### config.mk
export PLATFORM = sky130hd
export DESIGN_NAME = skt_cell
export DESIGN_NICKNAME = d
export VERILOG_FILES = /design/src/rtl/skt_pkg.sv /design/src/rtl/skt_cell.sv
export SDC_FILE = /design/constraint.sdc
export NUM_CORES = 1
export LEC_CHECK = 0
export ABC_AREA = 1
export ABC_CLOCK_PERIOD_IN_PS = 2200
export BUFFER_PORTS_ARGS = -buffer_cell sky130_fd_sc_hd__buf_2
export CORE_ASPECT_RATIO = 1.4
export CORE_MARGIN = 1.5
export CORE_UTILIZATION = 43
export CTS_CLUSTER_SIZE = 28
export DETAILED_ROUTE_END_ITERATION = 7
export GPL_TIMING_DRIVEN = 0
export PLACE_DENSITY = 0.79
export SETUP_SLACK_MARGIN = 0.3
export SLEW_MARGIN = 5
export SYNTH_ARGS = -nofsm -noshare
export SYNTH_HDL_FRONTEND = slang
export SYNTH_SLANG_ARGS = --single-unit
### constraint.sdc
create_clock -name clock -period 2.2 [get_ports clock]
set_input_delay 0.33 -clock clock [delete_from_list [all_inputs] [get_ports clock]]
set_output_delay 0.33 -clock clock [all_outputs]
set_load 0.005 [all_outputs]
### src/rtl/skt_pkg.sv
`timescale 1ns / 1ps
`default_nettype none

package skt_pkg;

   localparam int CAPACITY = 256;
   localparam int KEY_BITS = 32;

   localparam int IDX_BITS = (CAPACITY > 2) ? $clog2(CAPACITY) : 1;
   localparam int CNT_BITS = $clog2(CAPACITY + 1);
   localparam int POS_BITS = 8;
   localparam int CMP_BITS = (CNT_BITS > POS_BITS) ? CNT_BITS : POS_BITS;

   // first-hit search runs over groups of cells
   localparam int GROUP_SIZE   = 16;
   localparam int GSEL_BITS    = $clog2(GROUP_SIZE);
   localparam int GROUP_COUNT  = (CAPACITY + GROUP_SIZE - 1) / GROUP_SIZE;
   localparam int PAD_CAPACITY = GROUP_COUNT * GROUP_SIZE;
   localparam int FIND_BITS    = $clog2(PAD_CAPACITY);

   // csr byte address of signed_compare
   localparam logic [1:0] CSR_SIGNED_CMP = 2'd0;

   typedef logic [KEY_BITS-1:0] key_type;
   typedef logic [IDX_BITS-1:0] idx_type;
   typedef logic [CNT_BITS-1:0] cnt_type;

   localparam key_type KEY_SIGN = key_type'(1) << (KEY_BITS - 1);

   typedef enum logic [2:0] {
      KIND_INSERT     = 3'd0,
      KIND_REMOVE_KEY = 3'd1,
      KIND_SEARCH     = 3'd2,
      KIND_READ_INDEX = 3'd3,
      KIND_REMOVE_IDX = 3'd4,
      KIND_CLEAR      = 3'd5
   } kind_type;

   typedef enum logic [1:0] {
      ST_OK        = 2'd0,
      ST_FULL      = 2'd1,
      ST_NOT_FOUND = 2'd2,
      ST_BAD_INDEX = 2'd3
   } status_type;

   typedef enum logic [1:0] {
      HIT_NOT_LESS = 2'd0,
      HIT_EQUAL    = 2'd1,
      HIT_POSITION = 2'd2
   } hit_mode_type;

   // broadcast from the controller to every cell
   typedef struct packed {
      logic         capture;
      hit_mode_type mode;
      logic         insert_en;
      logic         remove_en;
      idx_type      slot;
      key_type      key;
      logic         signed_cmp;
      cnt_type      count;
      logic         pos_ok;
      idx_type      position;
   } cell_ctrl_type;

   typedef struct packed {
      logic    any;
      idx_type index;
      key_type key;
   } find_type;

   function automatic logic key_less(key_type a, key_type b, logic signed_cmp);
      key_type sa;
      key_type sb;
      sa = signed_cmp ? (a ^ KEY_SIGN) : a;
      sb = signed_cmp ? (b ^ KEY_SIGN) : b;
      return sa < sb;
   endfunction

   function automatic key_type key_from_port(logic [31:0] k);
      logic [63:0] w;
      w = 64'(k);
      return w[KEY_BITS-1:0];
   endfunction

   function automatic logic [31:0] key_to_port(key_type k);
      logic [63:0] w;
      w = 64'(k);
      return w[31:0];
   endfunction

   function automatic idx_type idx_from_pos(logic [POS_BITS-1:0] p);
      logic [15:0] w;
      w = 16'(p);
      return w[IDX_BITS-1:0];
   endfunction

   function automatic logic [7:0] idx_to_port(idx_type i);
      logic [15:0] w;
      w = 16'(i);
      return w[7:0];
   endfunction

   function automatic logic [8:0] cnt_to_port(cnt_type c);
      logic [15:0] w;
      w = 16'(c);
      return w[8:0];
   endfunction

endpackage

`default_nettype wire

### src/rtl/skt_cell.sv
`timescale 1ns / 1ps
`default_nettype none

module skt_cell (
   input  wire                    clock,
   input  skt_pkg::idx_type       my_index,
   input  skt_pkg::cell_ctrl_type ctrl,
   input  skt_pkg::key_type       left_key,
   input  skt_pkg::key_type       right_key,
   output skt_pkg::key_type       key_out,
   output logic                   hit_out
);
   import skt_pkg::*;

   key_type key_ff;
   key_type key_in;
   logic    hit_ff;
   logic    hit_in;
   logic    occupied;
   logic    less;
   logic    equal;

   always_comb begin
      occupied = cnt_type'(my_index) < ctrl.count;
      less     = occupied && key_less(key_ff, ctrl.key, ctrl.signed_cmp);
      equal    = occupied && (key_ff == ctrl.key);

      case (ctrl.mode)
         HIT_NOT_LESS: hit_in = !less;
         HIT_EQUAL:    hit_in = equal;
         HIT_POSITION: hit_in = ctrl.pos_ok && (ctrl.position == my_index);
         default:      hit_in = 1'b0;
      endcase

      // open a slot by taking the left neighbor, close one by taking the right
      key_in = key_ff;
      if (ctrl.insert_en) begin
         if (my_index > ctrl.slot) begin
            key_in = left_key;
         end else if (my_index == ctrl.slot) begin
            key_in = ctrl.key;
         end
      end else if (ctrl.remove_en) begin
         if (my_index >= ctrl.slot) begin
            key_in = right_key;
         end
      end
   end

   always_ff @(posedge clock) begin
      key_ff <= key_in;
      if (ctrl.capture) begin
         hit_ff <= hit_in;
      end
   end

   assign key_out = key_ff;
   assign hit_out = hit_ff;

endmodule

`default_nettype wire

==> results of run 1 <==
layout make-up:
type / count / area, µm² / share of cell area
buffer: 16 / 96.3 / 0.0205
multi-input combinational: 353 / 2070 / 0.440
timing repair buffer: 171 / 876 / 0.186
tap: 100 / 125 / 0.0266
timing repair inverter: 1 / 7.51 / 0.00160
inverter: 107 / 433 / 0.0921
sequential: 33 / 991 / 0.211
clock inverter: 2 / 33.8 / 0.00718
clock buffer: 6 / 72.6 / 0.0154
metrics by stage:
stage | total power, mW | area, µm² | setup WS (ns) | utilization
5_1_grt | 2.57 | 4700 | 0.335 | 0.610
6_report | 2.38 | 4700 | 0.469 | 0.610
3_3_place_gp | 1.77 | 4550 | -0.249 | 0.591
2_1_floorplan | 1.43 | 3590 | 0.279 | -
4_1_cts | 2.38 | 4670 | 0.301 | 0.606
3_5_place_dp | 1.81 | 4550 | -0.302 | 0.591
cell usage in the layout (no fill, tap or decap), drive strengths merged:
cell type / n
or2: 2
and2: 1
edfxtp: 33
o21ai: 4
nor2: 24
nand2: 174
a21oi: 14
ha: 46
nand4: 2
xor2: 2
clkinv: 1
bufinv: 1
xnor2: 1
buf: 180
a21o: 2
clkinvlp: 2
inv: 106
nand3b: 1
clkbuf: 13
nor3: 2
o22ai: 1
nand3: 76
o21a: 1
layer usage:
| metal | track usage | part of all wire | up-vias |
|---|---|---|---|
| met5 | 0 | 0 | - |
| met4 | 0.0982 | 0.030 | 0 |
| met3 | 0.0397 | 0.055 | 27 |
| met2 | 0.435 | 0.53 | 136 |
| met1 | 0.246 | 0.39 | 1711 |
| li1 | - | - | 1951 |
worst reg2reg max path: stages (launching register included):
cell      delay [ns]
edfxtp_1        0.40
ha_1            0.31
a21oi_1         0.16
o21ai_0         0.10
a21oi_1         0.19
nand2_1         0.08
nand2_1         0.05
nand2_1         0.05
nand2_1         0.05
inv_1           0.03
state kept, by name (all words and copies together) (netlist names):
name / count
hit_out: 1
key_out: 32
power by group:
part	internal (mW)	total (mW)	switching (mW)
clock network	0.335	0.568	0.233
registers	0.819	0.873	0.0537
logic	0.423	0.939	0.516
worst paths after layout:
path	end	slack [ns]	cells after the start
max	key_out[13]	0.47	11
min	hit_out	0.24	1
max reg2reg	hit_out	0.55	9
min reg2reg	hit_out	1.00	9
repair_timing:
item                       CTS  global route
setup endpoints to repair   32            32
gates resized for setup      1             0
buffers inserted             0             3
cloned                       1             0
cell families after synthesis:
group           Yosys count  synth area share
xor+xnor                  3           0.00772
compound gates           22            0.0360
buf+inv                 123             0.144
flops                    33             0.291
simple gates            282             0.352
fa+ha+maj                46             0.169
==> results.txt, run 1 <==
cell family with most CP delay -> buffers and inverters
R2R Path Start -> key_out[15]
outcome -> finished clean
Max-cap violations -> 0
PortBufs -> 168
yosys warns -> 0
#FFs+latches synth -> 33
Clock Tree Buf Depth -> 2
cell taking the most area after synthesis -> edfxtp_1
Fill cells -> 755
area share of the largest cell type after synthesis -> 0.291
Via-to-Cell Ratio -> 4.85
Area Overhead vs Synth -> 38.1%
die area -> 8470 µm²
synth cell count leaders -> nand2_1, inv_1, nand3_1
main flop type after synthesis -> edfxtp_1
DRC viols -> 0
hold crit path type -> input pin to register
Avg WL per Cell -> 12.4 µm
num ports -> 170
largest net degree at the start of global routing -> 17
RSZ-0062 raised after global routing -> no
Die Wd -> 78.2 µm
Peak VDD IR -> 354 µV
n_diodes -> 0
Starting Density -> 0.442
drt pass-1 iters -> 6
Die Ht -> 108 µm
Final setup viols -> 0
post-synth net total -> 692
share of cells above drive strength 1 -> 0.318
Synth cell types -> 28
register area share after synthesis -> 0.291
Bufs and invs on worst path -> 5
min Tclk post-route -> 1.73 ns
Crit path arrival time -> 1.72 ns
worst-path cell chain -> buf_2 > inv_12 > ha_4 > nand2_4 > nor2_4 > nand3_4 > buf_6 > nand3_2 > o21ai_2 > clkinvlp_4 > buf_12
via count -> 3,825
Final Slew Violations -> 0
final hold violations -> 0
Post-synth ARST share -> 0
static leakage -> 2.75 nW
EDFF count, synth -> 33
Hold-fix buffers, CTS -> 0
std cell rows -> 38
worst slew pin tran -> 0.492 ns
Syn Inst Count -> 509
Sum Neg Setup Slack -> 0 ns
CTS root buffer -> clkbuf_8
Non-Filler Instances -> 789
hold_ws -> 0.238 ns
Initial DRC Count -> 156
top cells by area, synth -> edfxtp_1, nand2_1, ha_1
Final nets -> 871
clock-pin slew on the worst setup and hold paths -> 0.07 ns
vias in the first global route -> 3,695
Critical Path RT -> 2.19 ns
Global Route Usage Sum -> 0.229
Worst Skew -> 0.00820 ns
Routed Antenna Nets -> 0
Critical Path Slowest Stage Cell -> ha_4
Remaining Overflow, GRT -> 0
CTS Sinks -> 33
crit path launch -> ctrl[53]
first-pass GRT wire length -> 15,500 µm
syn avg cell area -> 6.69 µm²
H-tree Lvls -> 2
hold path startpoint -> ctrl[63]
crit-path max cell delay -> 0.26 ns
Worst Path Max Fanout -> 16
WS Path Type -> input pin to register
count leader, synth -> nand2_1
CP startpoint kind -> input pin
CTS tree -> yes
Core Area -> 7700 µm²
DP Cell Count -> 777
Detailed Route WL -> 9780 µm
fin crit share -> 0.787
nature of the critical path endpoint -> register
initial antenna violation count -> 0
Placer Congestion -> 0.852
post-DP HPWL -> 8190 µm
Power Density -> 506 nW/µm²
Slew headroom -> 0.672
cts bufs inserted -> 5
Mapped Area -> 3400 µm²
clk_lat worst skew -> 0.29 ns
Max Freq -> 578 MHz
(Power assumes the default switching activity.)
==> run 2, diff against run 1 <==
--- a/config.mk
+++ b/config.mk
@@ -6,15 +6,15 @@
 export NUM_CORES = 1
 export LEC_CHECK = 0
 export ABC_AREA = 1
-export ABC_CLOCK_PERIOD_IN_PS = 2200
+export ABC_CLOCK_PERIOD_IN_PS = 1600
 export BUFFER_PORTS_ARGS = -buffer_cell sky130_fd_sc_hd__buf_2
 export CORE_ASPECT_RATIO = 1.4
 export CORE_MARGIN = 1.5
-export CORE_UTILIZATION = 43
+export CORE_UTILIZATION = 47
 export CTS_CLUSTER_SIZE = 28
 export DETAILED_ROUTE_END_ITERATION = 7
 export GPL_TIMING_DRIVEN = 0
-export PLACE_DENSITY = 0.79
+export PLACE_DENSITY = 0.82
 export SETUP_SLACK_MARGIN = 0.3
 export SLEW_MARGIN = 5
 export SYNTH_ARGS = -nofsm -noshare
==> constraint.sdc (replaced) <==
create_clock -name clock -period 1.6 [get_ports clock]
set_input_delay 0.24 -clock clock [delete_from_list [all_inputs] [get_ports clock]]
set_output_delay 0.24 -clock clock [all_outputs]
set_load 0.005 [all_outputs]
==> results.txt, run 2 (synthesis results as in run 1) <==
outcome -> finished, violations left
failing checks -> setup timing
Multi-input gate area -> 2970 µm²
Max Freq -> 592 MHz
crit-path max cell delay -> 0.44 ns
setup ws final -> -0.0898 ns
Via-to-Cell Ratio -> 5.31
CTS Sinks -> 33
Detailed Route WL -> 13,400 µm
most common cell after layout, fill and taps aside -> buf_2
nature of the critical path endpoint -> register
Reg area -> 991 µm²
grt met3 use -> 0.0477
WHS Endpoint -> hit_out
Peak VDD IR -> 537 µV
Initial DRC Count -> 196
Starting Density -> 0.488
Global Route Usage Sum -> 0.291
DP Cell Count -> 772
drt pass-1 iters -> 5
Crit path arrival time -> 1.76 ns
critical path's most frequent cell -> nand2_1
Internal Pwr Total -> 2.39 mW
placed cell areas -> 4580 µm²
Routed Antenna Nets -> 0
power after layout -> 3.89 mW
Critical Path Slowest Stage Cell -> edfxtp_1
Die Ht -> 104 µm
clock-pin slew on the worst setup and hold paths -> 0.07 ns
hold_ws -> 0.137 ns
fin crit share -> 1.06
R2R Path Start -> key_out[17]
Clock Tree Buf Depth -> 2
sw frac -> 0.385
Remaining Overflow, GRT -> 0
Area Overhead vs Synth -> 76.4%
reg2reg setup slack -> -0.09 ns
Hold-fix buffers, CTS -> 0
clk_lat worst skew -> 0.30 ns
hold crit path type -> input pin to register
worst slew pin tran -> 0.806 ns
Core Area -> 6980 µm²
Switch Pwr -> 1.50 mW
Worst Skew -> 0.0112 ns
worst-path cell chain -> ha_4 > nand2_1 > nand2_1 > nand2_1 > nand2_1 > nand2_1 > nand2_1 > nand2_1 > nand2_1 > nor2_1 > nand2_1 > nand2_1 > inv_1
clock group share of total power -> 0.159
Non-Filler Instances -> 812
min Tclk post-route -> 1.69 ns
vias in the first global route -> 4,125
RSZ-0062 raised after global routing -> yes
Flop pwr share -> 0.318
Final Slew Violations -> 0
crit path launch -> key_out[17]
H-tree Lvls -> 2
final core occ -> 0.860
hold path depth -> 1
Top Usage Layer GRT -> met2
Fill cells -> 347
Largest register FFs -> 32
CP startpoint kind -> register
Gate power share -> 0.523
final hold violations -> 0
Worst Reg2Reg Path Length in Cells -> 13
Worst Path Max Fanout -> 2
die area -> 7770 µm²
Final nets -> 899
post-DP HPWL -> 7950 µm
commonest cells after routing, fill and taps aside -> buf_2, nand2_1, inv_1, nand3_2, edfxtp_1
CTS root buffer -> clkbuf_8
Power Density -> 648 nW/µm²
Critical Path RT -> 1.67 ns
num ports -> 170
Final setup viols -> 7
first-pass GRT wire length -> 17,500 µm
Crit Reg-Reg Endpoint -> hit_out
GR Layer Usage met2 -> 0.535
via count -> 4,310
met1 GRT Util -> 0.308
Slew headroom -> 0.463
largest net degree at the start of global routing -> 11
WS Path Type -> register to register
Sum Neg Setup Slack -> -0.196 ns
CTS tree -> yes
Placer Congestion -> 0.914
share of cells above drive strength 1 -> 0.522
dpl ws -> -0.723 ns
static leakage -> 3.20 nW
cell family with most CP delay -> simple AND/OR/NAND/NOR gates
initial antenna violation count -> 1
PortBufs -> 168
Die Wd -> 74.9 µm
DRC viols -> 0
Bufs and invs on worst path -> 1
Avg WL per Cell -> 16.5 µm
Post-Layout Inst Area -> 6010 µm²
cts bufs inserted -> 5
Max-cap violations -> 0
std cell rows -> 36
hold path startpoint -> ctrl[63]
-- run 2: cell count changes in the layout (fill, tap and decap cells not counted), sizes merged --
cell    change
nand2       +1
bufinv      -1
clkbuf      +1
diode       +1
buf        +26
-- run 2: worst reg2reg max path, delay by kind of cell, from the launching register on --
| family | cells | cell delay [ns] |
|---|---|---|
| buf+inv | 1 | 0.04 |
| flops | 1 | 0.44 |
| fa+ha+maj | 1 | 0.25 |
| simple gates | 11 | 0.73 |
-- run 2: metal layers --
metal  vias to the layer above  wire length [µm]
li1                       2016                 -
met1                      2000              4540
met2                       235              7260
met3                        59               935
met4                         0               673
met5                         -                 0
-- run 2: power by group through the flow --
stage | Sequential, mW | Clock [mW] | Combinational, mW
2_1_floorplan | 1.23 | 0 | 0.758
3_3_place_gp | 1.21 | 0 | 1.22
3_5_place_dp | 1.22 | 0 | 1.27
4_1_cts | 1.20 | 0.600 | 1.61
5_1_grt | 1.25 | 0.643 | 2.20
6_report | 1.24 | 0.620 | 2.04
-- run 2: layout make-up --
class,instances,share of cell area
buffer,16,0.0229
clock inverter,1,0.000625
multi-input combinational,354,0.495
tap,95,0.0198
sequential,33,0.165
antenna,1,0.000417
inverter,107,0.0737
timing repair inverter,1,0.00125
timing repair buffer,198,0.209
clock buffer,6,0.0121
-- run 2: worst max-delay path by stage --
stage / to / slack (ns) / cells after the start
final: hit_out / -0.09 / 13
after global placement: key_out[8] / -0.70 / 10
after detailed placement: key_out[9] / -0.72 / 10
after CTS: hit_out / -0.03 / 13
after global routing: hit_out / -0.20 / 13
after floorplan: key_out[0] / -0.23 / 9
-- run 2: what timing repair did --
item                                    4_1_cts  5_1_grt
setup buffers                                14        8
endpoints found under the setup margin       65       65
gates cloned                                 10        0
pin swaps                                    53       56
gates resized for setup                     133       89
==> run 3, diff against run 2 <==
--- a/config.mk
+++ b/config.mk
@@ -14,8 +14,9 @@
 export CTS_CLUSTER_SIZE = 28
 export DETAILED_ROUTE_END_ITERATION = 7
 export GPL_TIMING_DRIVEN = 0
-export PLACE_DENSITY = 0.82
+export PLACE_DENSITY = 0.83
 export SETUP_SLACK_MARGIN = 0.3
+export SKIP_CTS_REPAIR_TIMING = 1
 export SLEW_MARGIN = 5
 export SYNTH_ARGS = -nofsm -noshare
 export SYNTH_HDL_FRONTEND = slang
==> constraint.sdc (replaced) <==
create_clock -name clock -period 1.6 [get_ports clock]
set_input_delay 0.24 -clock clock [delete_from_list [all_inputs] [get_ports clock]]
set_output_delay 0.24 -clock clock [all_outputs]
set_load 0.02 [all_outputs]
==> results.txt, run 3 (synthesis results as in run 1) <==
Worst Path Max Fanout -> 2
vias in the first global route -> 3,729
Global Route Usage Sum -> 0.246
failing checks -> setup timing
largest net degree at the start of global routing -> 33
commonest cells after routing, fill and taps aside -> buf_2, nand2_1, inv_1, nand3_2, ha_1
min Tclk post-route -> 1.67 ns
crit-path max cell delay -> 0.40 ns
Slew headroom -> 0.525
Post-Layout Inst Area -> 5610 µm²
setup ws final -> -0.0690 ns
DP Cell Count -> 772
Max-cap violations -> 0
outcome -> finished, violations left
initial antenna violation count -> 0
clk_lat worst skew -> 0.28 ns
H-tree Lvls -> 2
worst slew pin tran -> 0.713 ns
WS Path Type -> register to register
final core occ -> 0.804
Largest register FFs -> 32
Via-to-Cell Ratio -> 5.04
std cell rows -> 36
Initial DRC Count -> 234
Power Density -> 693 nW/µm²
Routed Antenna Nets -> 0
PortBufs -> 168
CTS Sinks -> 33
metal3 WL -> 692 µm
via count -> 4,027
Die Wd -> 74.9 µm
Peak VDD IR -> 722 µV
CTS tree -> yes
Critical Path Slowest Stage Cell -> edfxtp_1
n_diodes -> 0
share of cells above drive strength 1 -> 0.466
most common cell after layout, fill and taps aside -> buf_2
DR WL met2 -> 6380 µm
hold crit path type -> input pin to register
Avg WL per Cell -> 14.5 µm
Critical Path RT -> 1.65 ns
final hold violations -> 0
clock-pin slew on the worst setup and hold paths -> 0.07 ns
critical path's most frequent cell -> nand2_1
Non-Filler Instances -> 799
worst-path cell chain -> ha_1 > nand2_1 > inv_1 > nand2_1 > nand2_1 > nand2_1 > nand2_1 > nand2_1 > nand2_1 > nor2_1 > nand2_1 > nand2_1 > inv_1
Final nets -> 886
nature of the critical path endpoint -> register
Worst Skew -> 0.00563 ns
static leakage -> 3.12 nW
Final setup viols -> 35
Detailed Route WL -> 11,600 µm
Core Area -> 6980 µm²
top sig layer -> met4
Remaining Overflow, GRT -> 0
DRC viols -> 0
Placer Congestion -> 0.922
Max Freq -> 599 MHz
Final Slew Violations -> 0
placed cell areas -> 4580 µm²
Die Ht -> 104 µm
die area -> 7770 µm²
CTS root buffer -> clkbuf_8
drt pass-1 iters -> 4
CP startpoint kind -> register
fin crit share -> 1.04
WL met1 -> 4190 µm
Clock Tree Buf Depth -> 2
cts bufs inserted -> 5
Area Overhead vs Synth -> 64.8%
num ports -> 170
RSZ-0062 raised after global routing -> yes
post-DP HPWL -> 7860 µm
Sum Neg Setup Slack -> -0.618 ns
Starting Density -> 0.488
first-pass GRT wire length -> 15,200 µm
Crit path arrival time -> 1.72 ns
==> run 3: changes by cell type in the layout (fill, tap and decap cells not counted), moves of 3 or more <==
| cell | delta |
|---|---|
| nand3_1 | +19 |
| ha_1 | +13 |
| ha_4 | -13 |
| buf_6 | -11 |
| nand3_2 | -10 |
| nand3_4 | -9 |
| clkbuf_16 | +5 |
| nand2_1 | -5 |
| a21oi_2 | -4 |
| buf_4 | -4 |
| a21oi_1 | +3 |
| nand2_2 | +3 |
==> run 3: area by class of cell <==
class                   instances  area [µm²]
plain buffers                  16         141
flip-flops and latches         33         991
clock inverters                 2        33.8
repair inverters                1        7.51
fillers                       461        1370
well taps                      95         119
clock buffers                   6        72.6
inverters                     107         445
multi-input cells             354        2650
repair buffers                185        1150
==> run 3: power breakdown <==
part / internal (mW) / switching [mW] / total (mW)
sequential: 1.13 / 0.0829 / 1.21
combinational: 0.824 / 1.08 / 1.90
clock: 0.460 / 0.315 / 0.775
==> run 3: path summary, 6_finish.rpt <==
check / depth (start not counted) / start / end / slack (ns)
worst max-delay path: 13 / key_out[19] / hit_out / -0.07
worst min-delay path: 1 / ctrl[63] / hit_out / 0.15
worst min register to register: 9 / key_out[30] / hit_out / 1.02
worst max register to register: 13 / key_out[19] / hit_out / -0.07
==> run 3: critical path, delay by kind of cell, from the launching register on <==
kind                       cells  cell delay (ns)
buffers and inverters          2             0.08
adders and majority gates      1             0.30
DFF                            1             0.40
and+or+nand+nor               10             0.65
==> run 3: per-layer routing <==
| metal | up-vias | global-route usage |
|---|---|---|
| met1 | 1840 | 0.256 |
| met4 | 0 | 0.0805 |
| met2 | 168 | 0.468 |
| li1 | 1988 | - |
| met5 | - | 0 |
| met3 | 31 | 0.0418 |
==> run 3: stage by stage <==
step	total power [mW]	setup slack [ns]	hold WS (ns)
finish	3.89	-0.0690	0.151
global route	4.11	-0.218	0.146
CTS	3.40	-0.434	0.149
detailed placement	2.64	-0.729	0.443
global placement	2.59	-0.727	0.439
floorplan	2.14	-0.229	0.352
